$ cat config.mk
export PLATFORM = sky130hd
export DESIGN_NAME = pd_rotate_in_place_motor_drive_unit_flat
export DESIGN_NICKNAME = d
export VERILOG_FILES = /design/src/hw/rtl/pdrot_pkg.sv /design/src/hw/rtl/pdrot_chan_if.sv /design/src/hw/rtl/pdrot_seq.sv /design/src/hw/rtl/pd_rotate_in_place_motor_drive_unit.sv /design/src/flat_wrapper.sv
export VERILOG_INCLUDE_DIRS = /design/src /design/src/hw/rtl
export SDC_FILE = /design/constraint.sdc
export NUM_CORES = 2
export LEC_CHECK = 0
export ABC_AREA = 1
export BUFFER_PORTS_ARGS = -buffer_cell sky130_fd_sc_hd__buf_4
export CAP_MARGIN = 20
export CORE_MARGIN = 2
export CORE_UTILIZATION = 28
export DETAILED_ROUTE_END_ITERATION = 10
export SYNTH_ARGS = -nofsm -noshare
export SYNTH_HDL_FRONTEND = slang
export SYNTH_SLANG_ARGS = --single-unit
$ cat constraint.sdc
create_clock -name clock -period 7.5 [get_ports clock]
set_input_delay 1.125 -clock clock [delete_from_list [all_inputs] [get_ports clock]]
set_output_delay 1.125 -clock clock [all_outputs]
set_load 0.02 [all_outputs]
$ cat src/hw/rtl/assert_macros.svh
// shared assertion macros
`ifndef ASSERT_MACROS_SVH
`define ASSERT_MACROS_SVH

// same-cycle implication, checked out of reset
`define ASSERT_IMPLIES(label, clk, rst, ante, cons) \
   label: assert property (@(posedge clk) disable iff (rst) (ante) |-> (cons)) \
      else $error("assertion failed: same-cycle implication");

// next-cycle implication, checked out of reset
`define ASSERT_NEXT(label, clk, rst, ante, cons) \
   label: assert property (@(posedge clk) disable iff (rst) (ante) |=> (cons)) \
      else $error("assertion failed: next-cycle implication");

`endif

$ cat src/hw/rtl/pdrot_pkg.sv
`timescale 1ns / 1ps
package pdrot_pkg;

   localparam int YAW_W   = 23;
   localparam int TURN_W  = 14;
   localparam int GAIN_W  = 16;
   localparam int LIMIT_W = 8;
   localparam int DUTY_W  = 8;
   localparam int ERR_W   = YAW_W + 1;
   localparam int DIFF_W  = ERR_W + 1;
   localparam int MULA_W  = GAIN_W;
   localparam int PROD_W  = MULA_W + 1 + DIFF_W;
   localparam int ACC_W   = PROD_W + 1;
   localparam int MAG_SH  = 12;
   localparam int SCALE_SH = 16;
   localparam int CSR_IDX_W = 3;
   localparam int CSR_DATA_W = 16;
   localparam int STEP_W  = 4;

   localparam logic [GAIN_W-1:0]  PROP_RST  = 16'd1280;
   localparam logic [GAIN_W-1:0]  DERIV_RST = 16'd128;
   localparam logic [GAIN_W-1:0]  SCALE_RST = 16'd44281;
   localparam logic [LIMIT_W-1:0] LIMIT_RST = 8'd150;
   localparam logic [TURN_W-1:0]  TURN_RST  = 14'd1440;

   localparam logic signed [YAW_W-1:0] YAW_MIN = {1'b1, {(YAW_W-1){1'b0}}};
   localparam logic signed [YAW_W-1:0] YAW_MAX = {1'b0, {(YAW_W-1){1'b1}}};
   localparam logic [DUTY_W-1:0] SPEED_FLOOR = 8'd50;
   localparam logic [DUTY_W-1:0] DUTY_MAX    = 8'd255;
   localparam logic signed [ERR_W-1:0] NEAR_HI = ERR_W'(160);
   localparam logic signed [ERR_W-1:0] NEAR_LO = -NEAR_HI;

   // register indexes
   localparam logic [CSR_IDX_W-1:0] CSR_PROP  = 3'd0;
   localparam logic [CSR_IDX_W-1:0] CSR_DERIV = 3'd1;
   localparam logic [CSR_IDX_W-1:0] CSR_SCALE = 3'd2;
   localparam logic [CSR_IDX_W-1:0] CSR_LIMIT = 3'd3;
   localparam logic [CSR_IDX_W-1:0] CSR_TURN  = 3'd4;

   // program steps, sample steps run in consecutive order
   localparam logic [STEP_W-1:0] ST_ERR      = 4'd0;
   localparam logic [STEP_W-1:0] ST_MUL_P    = 4'd1;
   localparam logic [STEP_W-1:0] ST_MUL_D    = 4'd2;
   localparam logic [STEP_W-1:0] ST_MUL_LIM  = 4'd3;
   localparam logic [STEP_W-1:0] ST_MAG      = 4'd4;
   localparam logic [STEP_W-1:0] ST_SPEED    = 4'd5;
   localparam logic [STEP_W-1:0] ST_MUL_DUTY = 4'd6;
   localparam logic [STEP_W-1:0] ST_DRIVE    = 4'd7;
   localparam logic [STEP_W-1:0] ST_START    = 4'd8;

   typedef enum logic [1:0] {
      MA_PROP  = 2'd0,
      MA_DERIV = 2'd1,
      MA_LIMIT = 2'd2,
      MA_SPEED = 2'd3
   } mul_a_type;

   typedef enum logic [1:0] {
      MB_ERR   = 2'd0,
      MB_DIFF  = 2'd1,
      MB_SCALE = 2'd2
   } mul_b_type;

   typedef enum logic [1:0] {
      ACC_HOLD = 2'd0,
      ACC_LOAD = 2'd1,
      ACC_ADD  = 2'd2
   } acc_op_type;

   typedef enum logic {
      JMP_NONE     = 1'b0,
      JMP_IF_START = 1'b1
   } jump_type;

   typedef struct packed {
      logic              mul_en;
      mul_a_type         ma;
      mul_b_type         mb;
      acc_op_type        acc;
      logic              ld_err;
      logic              ld_mag;
      logic              ld_speed;
      logic              ld_drive;
      logic              ld_goal;
      logic              done;
      jump_type          jc;
      logic [STEP_W-1:0] target;
   } ucode_type;

   function automatic ucode_type ucode_rom(input logic [STEP_W-1:0] step);
      ucode_type w;
      w = '0;
      case (step)
         ST_ERR: begin
            w.ld_err = 1'b1;
            w.jc     = JMP_IF_START;
            w.target = ST_START;
         end
         ST_MUL_P: begin
            w.mul_en = 1'b1;
            w.ma     = MA_PROP;
            w.mb     = MB_ERR;
         end
         ST_MUL_D: begin
            w.mul_en = 1'b1;
            w.ma     = MA_DERIV;
            w.mb     = MB_DIFF;
            w.acc    = ACC_LOAD;
         end
         ST_MUL_LIM: begin
            w.mul_en = 1'b1;
            w.ma     = MA_LIMIT;
            w.mb     = MB_SCALE;
            w.acc    = ACC_ADD;
         end
         ST_MAG: begin
            w.ld_mag = 1'b1;
         end
         ST_SPEED: begin
            w.ld_speed = 1'b1;
         end
         ST_MUL_DUTY: begin
            w.mul_en = 1'b1;
            w.ma     = MA_SPEED;
            w.mb     = MB_SCALE;
         end
         ST_DRIVE: begin
            w.ld_drive = 1'b1;
            w.done     = 1'b1;
         end
         ST_START: begin
            w.ld_goal = 1'b1;
            w.done    = 1'b1;
         end
         default: begin
            w.done = 1'b1;
         end
      endcase
      return w;
   endfunction

endpackage

$ cat src/hw/rtl/pdrot_chan_if.sv
`timescale 1ns / 1ps
interface pdrot_req_if;
   import pdrot_pkg::*;

   logic                    valid;
   logic                    ready;
   logic                    op;
   logic signed [YAW_W-1:0] yaw;

   modport source (output valid, output op, output yaw, input ready);
   modport sink (input valid, input op, input yaw, output ready);
endinterface

interface pdrot_rsp_if;
   import pdrot_pkg::*;

   logic              valid;
   logic              ready;
   logic              left_fwd;
   logic              left_rev;
   logic [DUTY_W-1:0] left_duty;
   logic              right_fwd;
   logic              right_rev;
   logic [DUTY_W-1:0] right_duty;

   modport source (output valid, output left_fwd, output left_rev, output left_duty,
                   output right_fwd, output right_rev, output right_duty, input ready);
   modport sink (input valid, input left_fwd, input left_rev, input left_duty,
                 input right_fwd, input right_rev, input right_duty, output ready);
endinterface

$ cat src/hw/rtl/pdrot_seq.sv
`timescale 1ns / 1ps
module pdrot_seq (
   input  logic                 clock,
   input  logic                 reset,
   input  logic                 accept,
   input  logic                 op_start,
   input  logic                 rsp_hold,
   output logic                 busy,
   output pdrot_pkg::ucode_type ctl
);
   import pdrot_pkg::*;

   logic              busy_ff, busy_in;
   logic [STEP_W-1:0] step_ff, step_in;
   ucode_type         word;
   logic              go;

   assign word = ucode_rom(step_ff);
   // a finishing step waits while the previous word is still unclaimed
   assign go   = busy_ff && !(word.done && rsp_hold);
   assign ctl  = go ? word : '0;
   assign busy = busy_ff;

   always_comb begin
      busy_in = busy_ff;
      step_in = step_ff;
      if (accept) begin
         busy_in = 1'b1;
         step_in = ST_ERR;
      end else if (go) begin
         if (word.done) begin
            busy_in = 1'b0;
         end else if (word.jc == JMP_IF_START && op_start) begin
            step_in = word.target;
         end else begin
            step_in = step_ff + STEP_W'(1);
         end
      end
   end

   always_ff @(posedge clock) begin
      if (reset) begin
         busy_ff <= 1'b0;
         step_ff <= ST_ERR;
      end else begin
         busy_ff <= busy_in;
         step_ff <= step_in;
      end
   end

endmodule

$ cat src/hw/rtl/pd_rotate_in_place_motor_drive_unit.sv
`timescale 1ns / 1ps
`include "assert_macros.svh"
// PD rotate-in-place drive: a start word (op 0) latches the goal heading as yaw plus
// turn_angle, saturated, and returns both motors idle; a sample word (op 1) runs the PD
// law on goal minus yaw and returns direction pins and duty for both motors. A small
// microcode program steps one shared 17x25 multiplier through the gains, the speed
// bound and the duty scaling. One word is worked on at a time; the result sits in an
// output register, so the next word is taken as soon as the program finishes, even
// while the result waits.
module pd_rotate_in_place_motor_drive_unit (
   input  logic                                  clock,
   input  logic                                  reset,
   pdrot_req_if.sink                             req_ch,
   pdrot_rsp_if.source                           rsp_ch,
   input  logic                                  csr_wr_en,
   input  logic [pdrot_pkg::CSR_IDX_W-1:0]       csr_index,
   input  logic [pdrot_pkg::CSR_DATA_W-1:0]      csr_wdata
);
   import pdrot_pkg::*;

   // configuration
   logic [GAIN_W-1:0]         prop_ff, deriv_ff, scale_ff;
   logic [LIMIT_W-1:0]        limit_ff;
   logic signed [TURN_W-1:0]  turn_ff;

   // controller state and datapath
   logic signed [YAW_W-1:0]   goal_ff, yaw_ff;
   logic signed [ERR_W-1:0]   last_ff, e_ff, e_in;
   logic signed [DIFF_W-1:0]  d_ff;
   logic                      op_ff;
   logic [MULA_W-1:0]         mul_a;
   logic signed [DIFF_W-1:0]  mul_b;
   logic signed [PROD_W-1:0]  mul_p, prod_ff;
   logic signed [ACC_W-1:0]   acc_ff, acc_abs;
   logic [DUTY_W-1:0]         mag_ff, mag_sat, upper_ff, speed_ff, spd_min, spd_flr, duty;
   logic signed [ERR_W:0]     goal_sum;
   logic signed [YAW_W-1:0]   goal_sat;
   logic                      near, pos;

   // result register
   logic                      rsp_valid_ff;
   logic                      lf_ff, lr_ff, rf_ff, rr_ff;
   logic [DUTY_W-1:0]         ld_ff, rd_ff;

   logic                      accept, seq_busy;
   ucode_type                 ctl;
   logic                      pins_idle, pins_turn;

   assign accept       = req_ch.valid && req_ch.ready;
   assign req_ch.ready = !seq_busy && !reset;

   pdrot_seq u_seq (
      .clock    (clock),
      .reset    (reset),
      .accept   (accept),
      .op_start (!op_ff),
      .rsp_hold (rsp_valid_ff && !rsp_ch.ready),
      .busy     (seq_busy),
      .ctl      (ctl)
   );

   always_ff @(posedge clock) begin
      if (reset) begin
         prop_ff  <= PROP_RST;
         deriv_ff <= DERIV_RST;
         scale_ff <= SCALE_RST;
         limit_ff <= LIMIT_RST;
         turn_ff  <= TURN_RST;
      end else if (csr_wr_en) begin
         unique case (csr_index)
            CSR_PROP:  prop_ff  <= csr_wdata;
            CSR_DERIV: deriv_ff <= csr_wdata;
            CSR_SCALE: scale_ff <= csr_wdata;
            CSR_LIMIT: limit_ff <= csr_wdata[LIMIT_W-1:0];
            CSR_TURN:  turn_ff  <= csr_wdata[TURN_W-1:0];
            default: ;
         endcase
      end
   end

   // shared multiplier, operands picked by the control word
   always_comb begin
      case (ctl.ma)
         MA_PROP:  mul_a = prop_ff;
         MA_DERIV: mul_a = deriv_ff;
         MA_LIMIT: mul_a = {{(MULA_W-LIMIT_W){1'b0}}, limit_ff};
         MA_SPEED: mul_a = {{(MULA_W-DUTY_W){1'b0}}, speed_ff};
         default:  mul_a = '0;
      endcase
      case (ctl.mb)
         MB_ERR:   mul_b = {e_ff[ERR_W-1], e_ff};
         MB_DIFF:  mul_b = d_ff;
         MB_SCALE: mul_b = {{(DIFF_W-GAIN_W){1'b0}}, scale_ff};
         default:  mul_b = '0;
      endcase
   end

   assign mul_p = $signed({1'b0, mul_a}) * mul_b;

   assign e_in     = {goal_ff[YAW_W-1], goal_ff} - {yaw_ff[YAW_W-1], yaw_ff};
   assign goal_sum = {{2{yaw_ff[YAW_W-1]}}, yaw_ff}
                   + {{(ERR_W+1-TURN_W){turn_ff[TURN_W-1]}}, turn_ff};
   assign goal_sat = (goal_sum[ERR_W:YAW_W-1] == '0 || goal_sum[ERR_W:YAW_W-1] == '1)
                   ? goal_sum[YAW_W-1:0]
                   : (goal_sum[ERR_W] ? YAW_MIN : YAW_MAX);

   // magnitude of the PD sum in whole units, saturated to a byte (upper bound fits a byte)
   assign acc_abs = acc_ff[ACC_W-1] ? -acc_ff : acc_ff;
   assign mag_sat = (|acc_abs[ACC_W-1:MAG_SH+DUTY_W]) ? DUTY_MAX
                  : acc_abs[MAG_SH+DUTY_W-1:MAG_SH];

   assign spd_min = (mag_ff < upper_ff) ? mag_ff : upper_ff;
   assign spd_flr = (spd_min < SPEED_FLOOR) ? SPEED_FLOOR : spd_min;
   assign near    = (e_ff > NEAR_LO) && (e_ff < NEAR_HI);
   assign pos     = e_ff > $signed(ERR_W'(0));
   assign duty    = (|prod_ff[PROD_W-1:SCALE_SH+DUTY_W]) ? DUTY_MAX
                  : prod_ff[SCALE_SH+DUTY_W-1:SCALE_SH];

   always_ff @(posedge clock) begin
      if (accept) begin
         op_ff  <= req_ch.op;
         yaw_ff <= req_ch.yaw;
      end
      if (ctl.ld_err) begin
         e_ff <= e_in;
         d_ff <= {e_in[ERR_W-1], e_in} - {last_ff[ERR_W-1], last_ff};
      end
      if (ctl.mul_en) begin
         prod_ff <= mul_p;
      end
      case (ctl.acc)
         ACC_LOAD: acc_ff <= {prod_ff[PROD_W-1], prod_ff};
         ACC_ADD:  acc_ff <= acc_ff + {prod_ff[PROD_W-1], prod_ff};
         default: ;
      endcase
      if (ctl.ld_mag) begin
         mag_ff   <= mag_sat;
         upper_ff <= prod_ff[SCALE_SH+DUTY_W-1:SCALE_SH];
      end
      if (ctl.ld_speed) begin
         speed_ff <= near ? (spd_flr >> 1) : spd_flr;
      end
      if (ctl.ld_drive) begin
         lf_ff <= (duty != '0) && pos;
         lr_ff <= (duty != '0) && !pos;
         rf_ff <= (duty != '0) && !pos;
         rr_ff <= (duty != '0) && pos;
         ld_ff <= duty;
         rd_ff <= duty;
      end
      if (ctl.ld_goal) begin
         lf_ff <= 1'b0;
         lr_ff <= 1'b0;
         rf_ff <= 1'b0;
         rr_ff <= 1'b0;
         ld_ff <= '0;
         rd_ff <= '0;
      end
   end

   always_ff @(posedge clock) begin
      if (reset) begin
         goal_ff      <= '0;
         last_ff      <= '0;
         rsp_valid_ff <= 1'b0;
      end else begin
         if (ctl.ld_goal) begin
            goal_ff <= goal_sat;
         end
         if (ctl.ld_drive) begin
            last_ff <= e_ff;
         end
         if (ctl.done) begin
            rsp_valid_ff <= 1'b1;
         end else if (rsp_ch.ready) begin
            rsp_valid_ff <= 1'b0;
         end
      end
   end

   assign rsp_ch.valid      = rsp_valid_ff;
   assign rsp_ch.left_fwd   = lf_ff;
   assign rsp_ch.left_rev   = lr_ff;
   assign rsp_ch.left_duty  = ld_ff;
   assign rsp_ch.right_fwd  = rf_ff;
   assign rsp_ch.right_rev  = rr_ff;
   assign rsp_ch.right_duty = rd_ff;

   assign pins_idle = !lf_ff && !lr_ff && (rd_ff == '0);
   assign pins_turn = (lf_ff != lr_ff) && (lf_ff == rr_ff) && (rd_ff == ld_ff);

   `ASSERT_NEXT(a_accept_runs_first_step, clock, reset, accept, ctl.ld_err)
   `ASSERT_IMPLIES(a_no_overwrite, clock, reset, ctl.done, !rsp_valid_ff || rsp_ch.ready)
   `ASSERT_IMPLIES(a_idle_pins, clock, reset, rsp_valid_ff && ld_ff == '0, pins_idle)
   `ASSERT_IMPLIES(a_opposite_turn, clock, reset, rsp_valid_ff && ld_ff != '0, pins_turn)

endmodule
$ cat src/flat_wrapper.sv
// flat-port wrapper written by rule: the top's interface ports become plain ports
module pd_rotate_in_place_motor_drive_unit_flat import pdrot_pkg::*;
  (clock, reset, csr_wr_en, csr_index, csr_wdata, req_ch_valid, req_ch_op, req_ch_yaw, req_ch_ready, rsp_ch_valid, rsp_ch_left_fwd, rsp_ch_left_rev, rsp_ch_left_duty, rsp_ch_right_fwd, rsp_ch_right_rev, rsp_ch_right_duty, rsp_ch_ready);
  pdrot_req_if req_ch_i ();
  pdrot_rsp_if rsp_ch_i ();
  input  logic clock;
  input  logic reset;
  input  logic csr_wr_en;
  input  logic [pdrot_pkg::CSR_IDX_W-1:0] csr_index;
  input  logic [pdrot_pkg::CSR_DATA_W-1:0] csr_wdata;
  input wire logic [$bits(req_ch_i.valid)-1:0] req_ch_valid;
  input wire logic [$bits(req_ch_i.op)-1:0] req_ch_op;
  input wire logic [$bits(req_ch_i.yaw)-1:0] req_ch_yaw;
  output wire logic [$bits(req_ch_i.ready)-1:0] req_ch_ready;
  output wire logic [$bits(rsp_ch_i.valid)-1:0] rsp_ch_valid;
  output wire logic [$bits(rsp_ch_i.left_fwd)-1:0] rsp_ch_left_fwd;
  output wire logic [$bits(rsp_ch_i.left_rev)-1:0] rsp_ch_left_rev;
  output wire logic [$bits(rsp_ch_i.left_duty)-1:0] rsp_ch_left_duty;
  output wire logic [$bits(rsp_ch_i.right_fwd)-1:0] rsp_ch_right_fwd;
  output wire logic [$bits(rsp_ch_i.right_rev)-1:0] rsp_ch_right_rev;
  output wire logic [$bits(rsp_ch_i.right_duty)-1:0] rsp_ch_right_duty;
  input wire logic [$bits(rsp_ch_i.ready)-1:0] rsp_ch_ready;
  assign req_ch_i.valid = req_ch_valid;
  assign req_ch_i.op = req_ch_op;
  assign req_ch_i.yaw = req_ch_yaw;
  assign req_ch_ready = req_ch_i.ready;
  assign rsp_ch_valid = rsp_ch_i.valid;
  assign rsp_ch_left_fwd = rsp_ch_i.left_fwd;
  assign rsp_ch_left_rev = rsp_ch_i.left_rev;
  assign rsp_ch_left_duty = rsp_ch_i.left_duty;
  assign rsp_ch_right_fwd = rsp_ch_i.right_fwd;
  assign rsp_ch_right_rev = rsp_ch_i.right_rev;
  assign rsp_ch_right_duty = rsp_ch_i.right_duty;
  assign rsp_ch_i.ready = rsp_ch_ready;
  pd_rotate_in_place_motor_drive_unit u_core (.clock(clock), .reset(reset), .req_ch(req_ch_i), .rsp_ch(rsp_ch_i), .csr_wr_en(csr_wr_en), .csr_index(csr_index), .csr_wdata(csr_wdata));
endmodule
==> flow_summary.yaml <==
critical_path:
  cpPeakStageDelay_ns: 0.54
  crit_buf_inv: 10
  worst-r2r-setup-slack_ns: 0.27
  slowest_stage: "fa_1"
  reg2reg_from: "u_core.u_seq.step_ff[1]"
  arrival_ns: 7.54
  crit_path_frequent_cell: "fa_1"
  cp_top_family: "adder cells"
  crit_fanout: 8
  rr_endpoint: "u_core.prod_ff[28]"
  cp-end-kind: "flop"
  critPathKind: "reg -> reg"
  r2r_cells: 35
  cp.required_ns: 7.81
  critPathLaunchType: "flop"
power:
  p_switching_w: 0.00806
  power.leakage_nw: 20.3
  p_int_w: 0.00912
  combPwrFrac_pct: 75.0
  ir_drop_mv: 0.412
  p_total_w: 0.0172
  clkPwrFrac_pct: 10.4
  power_density_mw_per_mm2: 405
  power_frac_seq_pct: 14.6
  sw_frac_of_total_pct: 46.9
clock_network:
  holdBufCountCts: 0
  htree_levels: 2
  path_clk_slew_ns: 0.06
  clock_sink_count: 315
  clk_latency_ns: 0.58
  cts_buffers: 36
  cts_tree: "yes"
  cts_root_buf: "clkbuf_16"
  cts.path.max_buffers: 3
synth:
  yosys_warnings: 0
  synthAdderAreaFrac_pct: 30.4
  synth_top_family_by_area: "adder cells"
  synth.area.mux_share_pct: 0.0283
  yosys_most_used_dff: "edfxtp_1"
  synthArstFlopShare_pct: 0
  synthSimpleGateAreaFrac_pct: 21.9
  synth_xor_area_share_pct: 3.20
  syn_inst: 4624
  syn_area_mm2: 0.0354
  synth_compound_area_share_pct: 10.0
  syn_area_per_cell_um2: 7.65
  synth_edf_count: 182
  synth_fp_nets: 5294
  ys_ff_latch: 315
  yosysSeqAreaShare_pct: 23.0
  ys_types: 52
timing:
  period_needed_ns: 7.23
  fin_crit_sh_pct: 96.4
  finalHoldViolCount: 0
  fin_worst_skew_ns: 0.0281
  slew_viol_final: 0
  fmax_mhz: 138
  setup_tns_ns: 0
  setup_viol: 0
  max_slew.worst_pin.slew_ns: 1.15
  rsz0062_at_grt: "true"
  relSlewSlack_pct: 22.7
layout:
  finish.instance_area_mm2: 0.0425
  multiInputGateArea_mm2: 0.0240
  finalNetCount: 5649
  drive_gt1_share_pct: 14.1
  diodes: 0
  utilization_pct: 33.9
  syn_to_final_growth_pct: 20.1
  n_fill_cell: 13105
  register_area_mm2: 0.00813
grt:
  grt_pass1_vias: 31823
  grt_pass1_wl_mm: 170
  gr-total-overflow: 0
  track_usage_pct: 16.4
  antenna_found_initial: 0
  grt_max_degree: 117
flow_run:
  maxCapViolCount: 0
worst_hold_path:
  hold_depth: 2
  hold_path_class: "reg -> reg"
  min_to: "u_core.last_ff[2]"
  min_from: "u_core.last_ff[2]"
die:
  std_cell_rows: 130
  dieArea_mm2: 0.129
  core_mm2: 0.125
  fp.dieW_um: 359
  pin_count: 70
  initial_core_util_pct: 28.2
  die_y_um: 359
placement:
  gp_congestion: 0.996
  io_buffers: 69
  dpl_cell_area_mm2: 0.0402
  dp_hpwl_mm: 89.0
routing:
  wl_per_cell_um: 16.3
  first_iter_violations: 2331
  ant_nets: 0
  routed-via-count: 31480
  wirelength_mm: 108
  vias_per_cell: 4.73
  dr.pass1.iters: 8
  drcViolationCount: 0
outcome:
  status: "completed"
[power groups by stage]
stage	sequential [W]	clock, W	combinational (W)
2_1_floorplan	0.00244	0	0.00639
4_1_cts	0.00250	0.00182	0.0111
5_1_grt	0.00251	0.00189	0.0143
3_5_place_dp	0.00253	0	0.0110
6_report	0.00250	0.00179	0.0129
3_3_place_gp	0.00253	0	0.0109
[placed cells by master, fill, tap and decap left out, types with 10 or more instances in the layout]
master,instances
nand3_2,15
o21ai_2,19
buf_4,399
nand2_1,998
ha_1,205
nor2_4,11
nor4_1,11
a31oi_1,21
buf_12,31
a21boi_0,10
nand4_1,41
inv_2,31
a21oi_2,20
inv_1,870
nor2_1,487
nor3_1,34
o21bai_1,17
xnor2_1,51
fa_1,391
nand3_1,203
o211ai_1,12
nand2_2,12
o21ai_0,261
nor2_2,27
clkbuf_16,42
ha_4,20
a21oi_1,230
a21o_1,18
dfxtp_1,130
edfxtp_1,182
xor2_1,78
[cell families (layout without fill, tap and decap cells)]
group,count (synthesis),after routing
buffers and inverters,1025,1407
and+or+nand+nor,1883,1883
xor gates and xnor gates,129,129
DFF,315,315
AOI/OAI and AO/OA,649,649
adders and majority gates,622,622
muxes,1,1
[stage by stage]
stage / setup WS [ns] / cells / hold WS (ns)
CTS: 0.00270 / 6637 / 0.461
detailed placement: -0.452 / 6572 / 0.444
floorplan: 0.200 / 4624 / 0.424
global placement: -0.402 / 6572 / 0.433
finish: 0.268 / 6656 / 0.458
global route: -0.0712 / 6656 / 0.479
[cell type report]
type | count | area share (%)
clock buffers | 49 | 2.41
clock inverters | 16 | 0.345
inverters | 906 | 8.03
multi-input cells | 3284 | 56.4
flip-flops and latches | 315 | 19.2
well taps | 1650 | 4.86
repair buffers | 435 | 8.78
repair inverters | 1 | 0.0177
[what timing repair did]
item / CTS / global route
setup endpoints to repair: 20 / 29
gates resized for setup: 12 / 180
setup buffers: 0 / 13
endpoints found under the hold margin: 0 / 0
pin swaps: 2 / 56
cloned: 0 / 5
[worst min-delay path: stages (launching register included)]
cell and delay, ns:
dfxtp_1 0.30, inv_1 0.06, a21oi_1 0.05
[sequential cells by signal, summed over array words and instances (netlist names), 4 cells and up]
signal / cells
u_core.acc_ff: 43
u_core.d_ff: 25
u_core.deriv_ff: 16
u_core.e_ff: 24
u_core.goal_ff: 23
u_core.last_ff: 24
u_core.limit_ff: 8
u_core.mag_ff: 8
u_core.prod_ff: 42
u_core.prop_ff: 16
u_core.rsp_ch.right_duty: 8
u_core.scale_ff: 16
u_core.speed_ff: 8
u_core.turn_ff: 14
u_core.u_seq.step_ff: 4
u_core.upper_ff: 8
u_core.yaw_ff: 23
[worst max-delay path by stage]
stage | from | end | depth (start not counted)
after floorplan | rsp_ch_ready | u_core.prod_ff[26] | 28
after global placement | rsp_ch_ready | u_core.prod_ff[40] | 28
after detailed placement | rsp_ch_ready | u_core.prod_ff[38] | 30
after CTS | u_core.u_seq.step_ff[0] | u_core.prod_ff[30] | 32
after global routing | u_core.u_seq.step_ff[0] | u_core.prod_ff[40] | 36
final | u_core.u_seq.step_ff[1] | u_core.prod_ff[28] | 35
[metal layers]
layer  wire length, um  share of wire (%)  global-route usage [%]
met1             47500                 44                    21.2
met2             51600                 48                    28.4
met3              5410                5.0                    1.84
met4              3750                3.5                    5.41
met5                 0                  0                       0
[synthesized netlist by cell type (6+ instances only)]
library cell	count	share of area, %
nand2_1	1010	11
inv_1	884	9.4
nor2_1	519	5.5
fa_1	395	22
o21ai_0	279	3.9
a21oi_1	251	3.6
ha_1	227	8.0
nand3_1	212	3.0
edfxtp_1	182	15
dfxtp_1	133	7.5
xor2_1	78	1.9
xnor2_1	51	1.3
clkbuf_1	41	0.44
nand4_1	41	0.73
buf_2	40	0.57
nor3_1	38	0.54
a31oi_1	27	0.48
buf_4	26	0.55
inv_2	21	0.22
a21o_1	18	0.38
o21bai_1	17	0.36
nor4_1	15	0.27
o211ai_1	12	0.25
a21boi_0	11	0.23
o21ai_2	10	0.25
or2_2	9	0.16
buf_6	8	0.25
o21a_1	8	0.17
nand3b_1	7	0.15
nand2_2	6	0.11
nand3_2	6	0.17
Power figures use the tool's default switching activity.
